$ cat src/sv/esc_pkg.sv
package esc_pkg;

	localparam int unsigned SECS_W  = 32;
	localparam int unsigned DAYS_W  = 16;
	localparam int unsigned CNT_W   = 4;

	localparam logic [31:0] SECS_PER_DAY  = 32'd86400;
	localparam logic [31:0] SECS_PER_HOUR = 32'd3600;
	localparam logic [31:0] SECS_PER_MIN  = 32'd60;
	localparam logic [31:0] DAYS_PER_WEEK = 32'd7;

	// top quotient bit of each long division
	localparam logic [CNT_W-1:0] DAY_TOP_BIT  = 4'd15;
	localparam logic [CNT_W-1:0] HOUR_TOP_BIT = 4'd4;
	localparam logic [CNT_W-1:0] MIN_TOP_BIT  = 4'd5;
	localparam logic [CNT_W-1:0] WDAY_TOP_BIT = 4'd12;

	// day zero was a thursday
	localparam logic [DAYS_W:0] EPOCH_WEEKDAY = 17'd4;

	// years counted from 1900
	localparam logic [7:0] EPOCH_YEAR_OFS  = 8'd70;
	localparam logic [7:0] YEAR_1900       = 8'd0;
	localparam logic [7:0] YEAR_2100       = 8'd200;

	localparam logic [31:0] DAYS_LEAP_YEAR   = 32'd366;
	localparam logic [31:0] DAYS_COMMON_YEAR = 32'd365;

	localparam logic [3:0] MONTH_JAN = 4'd0;
	localparam logic [3:0] MONTH_DEC = 4'd11;

	typedef enum logic [2:0] {
		ST_IDLE,
		ST_DAY,
		ST_HOUR,
		ST_MIN,
		ST_WDAY,
		ST_YEAR,
		ST_MONTH,
		ST_DONE
	} state_t;

	typedef struct packed {
		state_t           phase;
		logic [CNT_W-1:0] shift;
		logic             leap;
		logic [3:0]       mon;
	} alu_ctrl_t;

	// gregorian rule for years 1900..2155 given as offset from 1900
	function automatic logic is_leap(input logic [7:0] y);
		is_leap = (y[1:0] == 2'b00) && (y != YEAR_1900) && (y != YEAR_2100);
	endfunction

	function automatic logic [4:0] month_len(input logic leap, input logic [3:0] mon);
		unique case (mon)
			4'd1:                      month_len = leap ? 5'd29 : 5'd28;
			4'd3, 4'd5, 4'd8, 4'd10:   month_len = 5'd30;
			default:                   month_len = 5'd31;
		endcase
	endfunction

endpackage

$ cat src/sv/esc_alu.sv
module esc_alu (
	input  esc_pkg::alu_ctrl_t          ctrl,
	input  logic [esc_pkg::SECS_W-1:0]  work,
	input  logic [esc_pkg::DAYS_W-1:0]  days,
	output logic [esc_pkg::SECS_W-1:0]  diff,
	output logic                        ge
);
	import esc_pkg::*;

	logic [SECS_W-1:0] op_a;
	logic [SECS_W-1:0] op_b;
	logic [SECS_W:0]   sub;

	// operand select for the one shared compare-subtract
	always_comb begin
		op_a = work;
		op_b = '0;
		unique case (ctrl.phase)
			ST_DAY:   op_b = SECS_PER_DAY << ctrl.shift;
			ST_HOUR:  op_b = SECS_PER_HOUR << ctrl.shift;
			ST_MIN:   op_b = SECS_PER_MIN << ctrl.shift;
			ST_WDAY:  op_b = DAYS_PER_WEEK << ctrl.shift;
			ST_YEAR: begin
				op_a = {{(SECS_W-DAYS_W){1'b0}}, days};
				op_b = ctrl.leap ? DAYS_LEAP_YEAR : DAYS_COMMON_YEAR;
			end
			ST_MONTH: begin
				op_a = {{(SECS_W-DAYS_W){1'b0}}, days};
				op_b = {27'd0, month_len(ctrl.leap, ctrl.mon)};
			end
			default:  op_b = '0;
		endcase
	end

	assign sub  = {1'b0, op_a} - {1'b0, op_b};
	assign diff = sub[SECS_W-1:0];
	assign ge   = ~sub[SECS_W];

endmodule

$ cat src/sv/epoch_seconds_to_calendar_top.sv
// epoch seconds to utc calendar converter. pulse start with epoch_seconds while busy
// is low; the value is taken as an unsigned 32-bit count of seconds since
// 1970-01-01 00:00:00 utc and no time zone is applied. every field of the result
// appears together for exactly one cycle with done high, and there is no way to hold
// it off, so the receiver must capture it in that cycle. busy rises the cycle after
// the transaction is taken and stays high until done has been shown, so a new start
// can be taken only once done is over. one compare-subtract unit does all the work
// in sequence: 16 steps split off the day count, 5 and 6 steps give hours and
// minutes, 13 steps give the weekday, then the year walk takes one step per year
// past 1970 plus one, and the month walk one step per month plus one. busy stays high
// through the whole conversion, with done in its last cycle. reset clears the
// sequencer only.
module epoch_seconds_to_calendar_top (
	input  logic        clk,
	input  logic        arst_n,
	input  logic        start,
	output logic        busy,
	input  logic [31:0] epoch_seconds,
	output logic        done,
	output logic [5:0]  second_of_minute,
	output logic [5:0]  minute_of_hour,
	output logic [4:0]  hour_of_day,
	output logic [2:0]  weekday,
	output logic [7:0]  years_since_1900,
	output logic [8:0]  day_of_year,
	output logic [3:0]  month_index,
	output logic [4:0]  day_of_month
);
	import esc_pkg::*;

	state_t state_q, state_d;

	// sequencer and working registers
	logic [CNT_W-1:0]  cnt_q;
	logic [SECS_W-1:0] work_q;   // remainder of the running long division
	logic [DAYS_W-1:0] days_q;   // whole days, then days left in year and month
	logic [5:0]        sec_q;
	logic [5:0]        min_q;
	logic [4:0]        hour_q;
	logic [2:0]        wday_q;
	logic [7:0]        year_q;
	logic [8:0]        yday_q;
	logic [3:0]        mon_q;
	logic [4:0]        dom_q;

	alu_ctrl_t         alu_ctrl;
	logic [SECS_W-1:0] alu_diff;
	logic              alu_ge;
	logic [SECS_W-1:0] rem_next;
	logic              last_bit;
	logic              accept;

	assign accept   = start && (state_q == ST_IDLE);
	assign last_bit = (cnt_q == '0);
	assign rem_next = alu_ge ? alu_diff : work_q;

	assign alu_ctrl.phase = state_q;
	assign alu_ctrl.shift = cnt_q;
	assign alu_ctrl.leap  = is_leap(year_q);
	assign alu_ctrl.mon   = mon_q;

	esc_alu u_alu (
		.ctrl (alu_ctrl),
		.work (work_q),
		.days (days_q),
		.diff (alu_diff),
		.ge   (alu_ge)
	);

	// next state
	always_comb begin
		state_d = state_q;
		unique case (state_q)
			ST_IDLE:  if (start)    state_d = ST_DAY;
			ST_DAY:   if (last_bit) state_d = ST_HOUR;
			ST_HOUR:  if (last_bit) state_d = ST_MIN;
			ST_MIN:   if (last_bit) state_d = ST_WDAY;
			ST_WDAY:  if (last_bit) state_d = ST_YEAR;
			ST_YEAR:  if (!alu_ge)  state_d = ST_MONTH;
			ST_MONTH: if (!alu_ge || mon_q == MONTH_DEC) state_d = ST_DONE;
			ST_DONE:  state_d = ST_IDLE;
			default:  state_d = ST_IDLE;
		endcase
	end

	// handshake outputs
	always_comb begin
		busy = (state_q != ST_IDLE);
		done = (state_q == ST_DONE);
	end

	always_ff @(posedge clk or negedge arst_n) begin
		if (!arst_n) begin
			state_q <= ST_IDLE;
		end else begin
			state_q <= state_d;
		end
	end

	// datapath, no reset needed
	always_ff @(posedge clk) begin
		unique case (state_q)
			ST_IDLE: begin
				if (accept) begin
					work_q <= epoch_seconds;
					days_q <= '0;
					hour_q <= '0;
					min_q  <= '0;
					cnt_q  <= DAY_TOP_BIT;
				end
			end
			ST_DAY: begin
				work_q <= rem_next;
				if (alu_ge) days_q[cnt_q] <= 1'b1;
				cnt_q  <= last_bit ? HOUR_TOP_BIT : cnt_q - 1'b1;
			end
			ST_HOUR: begin
				work_q <= rem_next;
				if (alu_ge) hour_q[cnt_q[2:0]] <= 1'b1;
				cnt_q  <= last_bit ? MIN_TOP_BIT : cnt_q - 1'b1;
			end
			ST_MIN: begin
				if (alu_ge) min_q[cnt_q[2:0]] <= 1'b1;
				if (last_bit) begin
					// remainder is the seconds; reload with the shifted day count
					sec_q  <= rem_next[5:0];
					work_q <= {{(SECS_W-DAYS_W-1){1'b0}}, {1'b0, days_q} + EPOCH_WEEKDAY};
					cnt_q  <= WDAY_TOP_BIT;
				end else begin
					work_q <= rem_next;
					cnt_q  <= cnt_q - 1'b1;
				end
			end
			ST_WDAY: begin
				work_q <= rem_next;
				cnt_q  <= cnt_q - 1'b1;
				if (last_bit) begin
					wday_q <= rem_next[2:0];
					year_q <= EPOCH_YEAR_OFS;
				end
			end
			ST_YEAR: begin
				if (alu_ge) begin
					days_q <= alu_diff[DAYS_W-1:0];
					year_q <= year_q + 1'b1;
				end else begin
					yday_q <= days_q[8:0];
					mon_q  <= MONTH_JAN;
				end
			end
			ST_MONTH: begin
				if (alu_ge && mon_q != MONTH_DEC) begin
					days_q <= alu_diff[DAYS_W-1:0];
					mon_q  <= mon_q + 1'b1;
				end else begin
					dom_q  <= days_q[4:0] + 5'd1;
				end
			end
			ST_DONE: begin
				cnt_q <= cnt_q;
			end
			default: begin
				cnt_q <= cnt_q;
			end
		endcase
	end

	// result fields straight from the working registers
	assign second_of_minute = sec_q;
	assign minute_of_hour   = min_q;
	assign hour_of_day      = hour_q;
	assign weekday          = wday_q;
	assign years_since_1900 = year_q;
	assign day_of_year      = yday_q;
	assign month_index      = mon_q;
	assign day_of_month     = dom_q;

	// a result only ever closes a conversion that was running
	a_done_after_busy: assert property (@(posedge clk) disable iff (!arst_n)
		done |-> $past(busy))
		else $error("done without a running conversion");

	// a taken transaction starts the sequencer on the next cycle
	a_accept_busy: assert property (@(posedge clk) disable iff (!arst_n)
		(start && !busy) |=> (busy && !done))
		else $error("accepted transaction did not start the sequencer");

	// time of day fields come out of the divisions in range
	a_tod_range: assert property (@(posedge clk) disable iff (!arst_n)
		done |-> (hour_of_day < 5'd24 && minute_of_hour < 6'd60
			&& second_of_minute < 6'd60 && weekday < 3'd7))
		else $error("time of day field out of range");

	// month walk ends on a real month and day
	a_date_range: assert property (@(posedge clk) disable iff (!arst_n)
		done |-> (month_index <= MONTH_DEC && day_of_month != 5'd0
			&& day_of_year < 9'd366))
		else $error("date field out of range");

endmodule

$ cat config.mk
export PLATFORM = sky130hd
export DESIGN_NAME = epoch_seconds_to_calendar_top
export DESIGN_NICKNAME = d
export VERILOG_FILES = /design/src/sv/esc_pkg.sv /design/src/sv/esc_alu.sv /design/src/sv/epoch_seconds_to_calendar_top.sv
export SDC_FILE = /design/constraint.sdc
export NUM_CORES = 1
export LEC_CHECK = 0
export BUFFER_PORTS_ARGS = -buffer_cell sky130_fd_sc_hd__buf_2
export CELL_PAD_IN_SITES_DETAIL_PLACEMENT = 0
export CELL_PAD_IN_SITES_GLOBAL_PLACEMENT = 1
export CORE_MARGIN = 2
export CORE_UTILIZATION = 33
export CTS_BUF_LIST = sky130_fd_sc_hd__clkbuf_8 sky130_fd_sc_hd__clkbuf_16
export DETAILED_ROUTE_END_ITERATION = 8
export PLACE_DENSITY_LB_ADDON = 0.1
export SYNTH_ARGS = -nofsm -noshare
export SYNTH_HDL_FRONTEND = slang
export SYNTH_HIERARCHICAL = 1
export SYNTH_SLANG_ARGS = --single-unit
export TNS_END_PERCENT = 5
$ cat constraint.sdc
create_clock -name clk -period 5.2 [get_ports clk]
set_clock_uncertainty 0.1 [all_clocks]
set_input_delay 0.78 -clock clk [delete_from_list [all_inputs] [get_ports clk]]
set_output_delay 0.78 -clock clk [all_outputs]
set_load 0.01 [all_outputs]
# ---- Yosys cells after proc, flatten, opt, wreduce, memory -nomap -nowiden
# Index checks and enable logic that the tools add are counted.
# Widths: inputs -> output; s select.
dict set report totals {
  mem_bits_rw 0
  output_inout_bits 48
  ff_bits 101
  input_bits 35
  word_cells 136
  latch_bits 0
  romBits 0
  mem_count 0
}
dict set report op_classes {
  n_eq_ne 28
  div_mod_pow 0
  muxes 43
  n_reduce_logical 34
  order_cmp 4
  bitwise 5
  shift 4
  multipliers 0
  addsub 6
}
# op n
set ops {}
lappend ops {{$pmux 32 s6} 1}
lappend ops {{$mux 32} 4}
lappend ops {{$pmux 32 s3} 1}
lappend ops {{$mux 16} 4}
lappend ops {{$pmux 16 s4} 1}
lappend ops {{$sub 32x32->33} 1}
lappend ops {{$shl 12x4->32 const A} 1}
lappend ops {{$shl 17x4->32 const A} 1}
lappend ops {{$shl 3x4->32 const A} 1}
lappend ops {{$shl 6x4->32 const A} 1}
lappend ops {{$mux 4} 6}
lappend ops {{$ne 2x2->1 const B} 12}
lappend ops {{$pmux 3 s8} 1}
lappend ops {{$mux 3} 7}
lappend ops {{$pmux 4 s5} 1}
lappend ops {{$pmux 5 s2} 2}
lappend ops {{$add 16x3->17 const B} 1}
lappend ops {{$mux 8} 2}
lappend ops {{$or 16x16->16} 1}
lappend ops {{$pmux 8 s2} 1}
lappend ops {{$eq 3x3->1 const B} 4}
lappend ops {{$eq 4x4->1 const B} 3}
lappend ops {{$mux 6} 2}
lappend ops {{$pmux 6 s2} 1}
lappend ops {{other kinds (42)} 64}

# ---- Depth between registers and ports, before layout
# Gate-level depths: netlist of the first run.
dict set report logic_depth {
  depth_word 11
  mapped_depth 20
  mapped_depth_nobuf 18
}

# ---- By module
# The synthesis of the first run kept the hierarchy.
# mod area_each_um2 seq_area_each_um2 cells_per_inst n_inst
set modules_own_cells {}
lappend modules_own_cells {epoch_seconds_to_calendar_top 5265.0 3017.9 455 1}
lappend modules_own_cells {esc_alu 3410.8 0.0 507 1}

# ---- Least setup slack after synthesis of the first run
# No wires, ideal clock.
dict set report synth_timing {
  kind {flip-flop to flip-flop}
  from {reg year_q[3] (netlist: years_since_1900[3])}
  to {reg days_q[0], enable pin}
  slack_ns -0.422
  stages_incl_launch_ff 21
  t_arrival_ns 5.127
  setup_ns 0.395
  synth_period_minus_slack_ns 5.622
  path_cell_list {edfxtp_1 > nor3_1 > nor2_1 > o41a_1 > nor3b_1 > a2111oi_0 > nor2_1 > o31a_1 > ha_1 > fa_1 > nor2b_1 > o31a_1 > o2111ai_1 > a21oi_1 > o31ai_1 > o221ai_1 > buf_2 > buf_2 > buf_1 > nand2_1 > o22ai_1}
}
# item line_no
set synth_rtl {}
lappend synth_rtl {{start, declared} epoch_seconds_to_calendar_top.sv:41} ;# logic [7:0] year_q;
lappend synth_rtl {{start signal, assigned} epoch_seconds_to_calendar_top.sv:145} ;# year_q <= year_q + 1'b1;
lappend synth_rtl {{end signal, assigned} epoch_seconds_to_calendar_top.sv:144} ;# days_q <= alu_diff[DAYS_W-1:0];
lappend synth_rtl {{end signal, assigned} epoch_seconds_to_calendar_top.sv:153} ;# days_q <= alu_diff[DAYS_W-1:0];
lappend synth_rtl {{end, declared} epoch_seconds_to_calendar_top.sv:36} ;# logic [DAYS_W-1:0] days_q;

==> flow_metrics.env, run 1 <==
export IMPL_worst_pin_slew_ns=0.987
export IMPL_synth_ff_type="edfxtp_1"
export IMPL_fin_crit_sh_pct=94.9
export IMPL_chipWidth_microns=166
export IMPL_cts_clk_slew_worst_paths_ns=0.10
export IMPL_r2r_end="work_q[0]"
export IMPL_grt_overflow_total=0
export IMPL_wirelength_mm=28.2
export IMPL_hpwl_mm=20.8
export IMPL_grt_total_usage_pct=20.0
export IMPL_die_y_microns=166
export IMPL_period_minus_slack_ns=4.94
export IMPL_clockBufferDepth=2
export IMPL_hold_viol=0
export IMPL_place_congestion=0.818
export IMPL_status="finished clean"
export IMPL_synth_edff_count=98
export IMPL_drive_above_1_share_pct=19.3
export IMPL_slew_viol_final=0
export IMPL_drt_iter0_markers=475
export IMPL_core_area_sq_um=25900
export IMPL_min_path_type="input port to asynchronous set/reset pin"
export IMPL_nNetsFinal=1121
export IMPL_criticalPathCategory="flip-flop to flip-flop"
export IMPL_synth_async_reset_ratio_pct=2.97
export IMPL_synth_cells=962
export IMPL_synth_fp_nets=1039
export IMPL_route_detailed_drc=0
export IMPL_grt_pass1_wl_mm=43.8
export IMPL_yosysWarnings=6
export IMPL_syn_area_sq_um=8680
export IMPL_synth_top_area_share_pct=33.9
export IMPL_cts_buffers=9
export IMPL_syn2layout_area_growth_pct=15.6
export IMPL_arrival_ns=4.95
export IMPL_yosysMostFrequentCell="edfxtp_1"
export IMPL_ant_nets=0
export IMPL_syn_area_per_cell_sq_um=9.02
export IMPL_cts_tree="built"
export IMPL_cp_required_ns=5.22
export IMPL_grt_max_degree=64
export IMPL_cts_sinks=101
export IMPL_yosys_top_cells_count="edfxtp_1 (98), nand2_1 (86), nor2_1 (81), o21ai_0 (62), a21oi_1 (61)"
export IMPL_fillCellCount=2670
export IMPL_port_buffers=82
export IMPL_via_count=7716
export IMPL_cp_end_kind="flip-flop"
export IMPL_num_rows=59
export IMPL_io_pins=83
export IMPL_fin_util_pct=38.7
export IMPL_clock_fmax_mhz=203
export IMPL_rrSetupSlack_ns=0.26
export IMPL_finalSetupTns_ns=0
export IMPL_hold_buffers=0
export IMPL_setup_viol=0
export IMPL_synth_top_area_cell="edfxtp_1"
export IMPL_cts_root_buf="clkbuf_16"
export IMPL_cp_max_fo=10
export IMPL_critPathLaunchType="flip-flop"
export IMPL_multi_input_area_sq_um=5260
export IMPL_hold_ws_ns=0.0840
export IMPL_r2r_start="years_since_1900[6]"
export IMPL_finalNonFillerCells=1384
export IMPL_antenna_found_initial=1
export IMPL_wl_per_cell_microns=20.3
export IMPL_drv_cap=0
export IMPL_dieArea_sq_um=27600
export IMPL_clock_latency_ns=0.37
export IMPL_firstDrtPassIters=5
export IMPL_placedCellCount=1367
export IMPL_htreeDepth=3
export IMPL_grt_setup_unrepaired="no"
export IMPL_vias_per_cell=5.58
export IMPL_slew_headroom_pct=33.9
export IMPL_reg2reg_depth=18
export IMPL_ys_ff_latch=101
export IMPL_seq_area_frac_synth_pct=34.8
export IMPL_seq_area_sq_um=3020
export IMPL_synth_area_leaders="edfxtp_1 (34%), ha_1 (5.9%), mux2i_1 (3.8%), nand2_1 (3.7%), o21ai_0 (3.6%)"
export IMPL_antenna_cells=0
export IMPL_yosysUniqueCellTypes=86
export IMPL_start_util_pct=33.5
export IMPL_grt_pass1_vias=7476
-- flip-flops by register name (all words and copies together) (netlist names) --
| name | cells |
|---|---|
| days_q | 16 |
| work_q | 32 |
| month_index | 4 |
| day_of_month | 5 |
| state_q | 3 |
| hour_of_day | 5 |
| second_of_minute | 6 |
| minute_of_hour | 6 |
| cnt_q | 4 |
| day_of_year | 9 |
| years_since_1900 | 8 |
| weekday | 3 |
-- layout by cell type, fill, tap and decap left out, types with 12 or more instances in the layout --
master,instances
mux2i_1,33
nor2_1,81
a21o_1,15
a21oi_1,60
nor3_1,26
nand3_1,22
edfxtp_1,98
ha_1,41
buf_4,46
nand4_1,13
and2_1,28
xor2_1,24
nor2b_1,13
o21a_1,17
mux2_2,22
xnor2_1,25
buf_2,82
and3_1,12
a31oi_1,14
nand2_1,86
inv_1,26
o21ai_0,62
-- worst max path at each step --
stage	start	end	slack, ns	cells past startpoint
after global placement	years_since_1900[6]	work_q[0]	0.26	18
after global routing	years_since_1900[6]	work_q[24]	0.04	19
after detailed placement	years_since_1900[6]	month_index[3]	0.13	19
final	years_since_1900[6]	work_q[0]	0.26	18
after CTS	years_since_1900[6]	work_q[0]	0.1	18
after floorplan	years_since_1900[3]	hour_of_day[0]	-0.01	20
-- layout make-up --
class | count | area share [%]
clock buffers | 9 | 2.25
repair buffers | 135 | 8.94
flip-flops and latches | 101 | 30.1
clock inverters | 7 | 0.986
well taps | 335 | 4.18
multi-input cells | 770 | 52.5
inverters | 27 | 1.02
-- per-stage QoR --
step	cell area (sq um)	worst slack, ns
floorplan	8690	-0.0148
global placement	9680	0.257
detailed placement	9680	0.127
CTS	10000	0.0959
global route	10000	0.0400
finish	10000	0.265
-- worst max-delay path, stage by stage (launching register included) --
cell,delay (ns)
edfxtp_1,0.43
nor3_1,0.20
nor2_1,0.08
o41a_1,0.34
nor3b_1,0.15
a2111oi_1,0.37
nor2_1,0.11
o31a_1,0.27
ha_1,0.21
fa_1,0.42
nor2b_1,0.17
o31a_1,0.20
o2111ai_2,0.18
a21oi_2,0.17
o31ai_1,0.12
o221ai_4,0.35
buf_4,0.26
mux2_2,0.36
a21o_1,0.18
-- per-layer routing --
layer,vias up,global-route usage [%],share of wire [%]
met5,-,0,0
met4,0,4.50,1.4
met3,24,3.07,4.5
met2,205,31.2,44
met1,3706,29.3,50
li1,3781,-,-
-- timing repair --
action                     4_1_cts  5_1_grt
resized for setup                0        6
setup endpoints to repair        0       82
buffers inserted                 0        1
-- cells by family (layout without fill, tap and decap cells) --
kind of cell             after synthesis  after routing  share of synthesized area, %
adder cells (fa/ha/maj)               42             42                          6.14
XOR/XNOR                              49             49                          4.95
buffers and inverters                 91            178                          5.11
AO/OA/AOI/OAI                        295            295                          23.6
flip-flops                           101            101                          34.8
AND/OR/NAND/NOR                      329            329                          18.8
multiplexers                          55             55                          6.66
Power of run 1 is left out: the tool's default activity adds up to more than one toggle a clock period on the data nets, which glitch-free logic cannot reach.
==> run 2: changes to the inputs <==
CORE_UTILIZATION = 42   (was 33)
==> flow_metrics.env, run 2 (synthesized netlist as in run 1, its figures left out) <==
export IMPL_status="finished clean"
export IMPL_hpwl_mm=19.3
export IMPL_cts_root_buf="clkbuf_16"
export IMPL_port_buffers=82
export IMPL_drt_iter0_markers=584
export IMPL_die_y_microns=148
export IMPL_cts_sinks=101
export IMPL_grt_overflow_total=0
export IMPL_firstDrtPassIters=5
export IMPL_num_rows=52
export IMPL_fin_crit_sh_pct=95.0
export IMPL_dp_slack_ns=0.0602
export IMPL_seq_area_sq_um=3020
export IMPL_vias_per_cell=5.91
export IMPL_final_cell_mix="edfxtp_1 (98), nand2_1 (86), buf_2 (82), nor2_1 (81), o21ai_0 (62)"
export IMPL_criticalPathCategory="flip-flop to flip-flop"
export IMPL_cp_end_kind="flip-flop"
export IMPL_grt_pass1_wl_mm=41.4
export IMPL_clock_fmax_mhz=202
export IMPL_place_congestion=0.898
export IMPL_hold_buffers=0
export IMPL_min_path_type="input port to asynchronous set/reset pin"
export IMPL_dieArea_sq_um=21800
export IMPL_cp_max_fo=20
export IMPL_largest_register_ffs=32
export IMPL_period_minus_slack_ns=4.94
export IMPL_r2r_start="cnt_q[1]"
export IMPL_cts_buffers=9
export IMPL_worst_pin_slew_ns=0.925
export IMPL_finalSetupTns_ns=0
export IMPL_arrival_ns=4.96
export IMPL_slew_viol_final=0
export IMPL_grt_pass1_vias=7290
export IMPL_cts_clk_slew_worst_paths_ns=0.08
export IMPL_timing_final_ws_setup_ns=0.259
export IMPL_antenna_found_initial=1
export IMPL_core_area_sq_um=20200
export IMPL_fillCellCount=1967
export IMPL_syn2layout_area_growth_pct=13.5
export IMPL_grt_max_degree=64
export IMPL_grt_setup_unrepaired="no"
export IMPL_top_register="work_q"
export IMPL_clockBufferDepth=2
export IMPL_final_common_cell="edfxtp_1"
export IMPL_htreeDepth=3
export IMPL_drive_above_1_share_pct=18.7
export IMPL_cp_required_ns=5.22
export IMPL_chipWidth_microns=148
export IMPL_grt_total_usage_pct=24.1
export IMPL_via_count=7756
export IMPL_drv_cap=0
export IMPL_cts_tree="built"
export IMPL_wl_per_cell_microns=20.0
export IMPL_setup_viol=0
export IMPL_hold_viol=0
export IMPL_wirelength_mm=26.3
export IMPL_slew_headroom_pct=38.0
export IMPL_worstSetupStartpoint="cnt_q[1]"
export IMPL_route_detailed_drc=0
export IMPL_io_pins=83
export IMPL_multi_input_area_sq_um=5270
export IMPL_antenna_cells=0
export IMPL_start_util_pct=42.9
export IMPL_nNetsFinal=1114
export IMPL_clock_latency_ns=0.36
export IMPL_critPathLaunchType="flip-flop"
export IMPL_ant_nets=0
-- run 2: timing repair --
item	in CTS	in global routing
resized for setup	0	5
endpoints found under the setup margin	0	75
buffers inserted	0	4
-- run 2: stage by stage --
step                cells  hold WS, ns  cell area, sq um  util, %
global placement     1292        0.444              9470     46.8
global route         1312       0.0963              9850     48.7
finish               1312        0.107              9850     48.7
detailed placement   1292        0.449              9470     46.8
CTS                  1308        0.100              9790     48.4
floorplan             962        0.344              8690        -
-- run 2: metal layers --
metal	up-vias	track usage [%]	wire length (microns)
li1	3769	-	-
met1	3720	36.2	12800
met2	241	37.1	11700
met3	26	3.36	1420
met4	0	4.86	365
met5	-	0	0
-- run 2: final timing paths --
kind                                        to  slack [ns]  cells after the start
max in group asynchronous           state_q[2]        4.77                      1
worst max register to register       days_q[7]        0.26                     18
min in group clk                hour_of_day[4]        0.47                      1
worst min register to register  hour_of_day[4]        0.47                      1
worst max-delay path                 days_q[7]        0.26                     18
worst min-delay path                state_q[0]        0.11                      1
-- run 2: cell type report --
cell class,count,share of cell area [%]
multi-input combinational,770,53.5
sequential,101,30.7
timing repair buffer,128,8.18
tap,270,3.43
clock buffer,9,2.29
inverter,27,1.04
clock inverter,7,0.953
-- run 2: critical path, stage by stage, from the launching register on --
cell and delay (ns):
edfxtp_1 0.53, buf_12 0.22, inv_1 0.17, nand2_1 0.15, nor3_1 0.16, a32oi_1 0.06
o21ai_0 0.39, a22oi_1 0.20, ha_1 0.42, a211oi_1 0.31, o21ai_0 0.22, a41o_1 0.31
o31ai_1 0.35, o221ai_4 0.19, buf_4 0.18, nand2_1 0.07, a21boi_0 0.31, o22ai_4 0.14
buf_12 0.17
Power of run 2 is left out for the same reason.
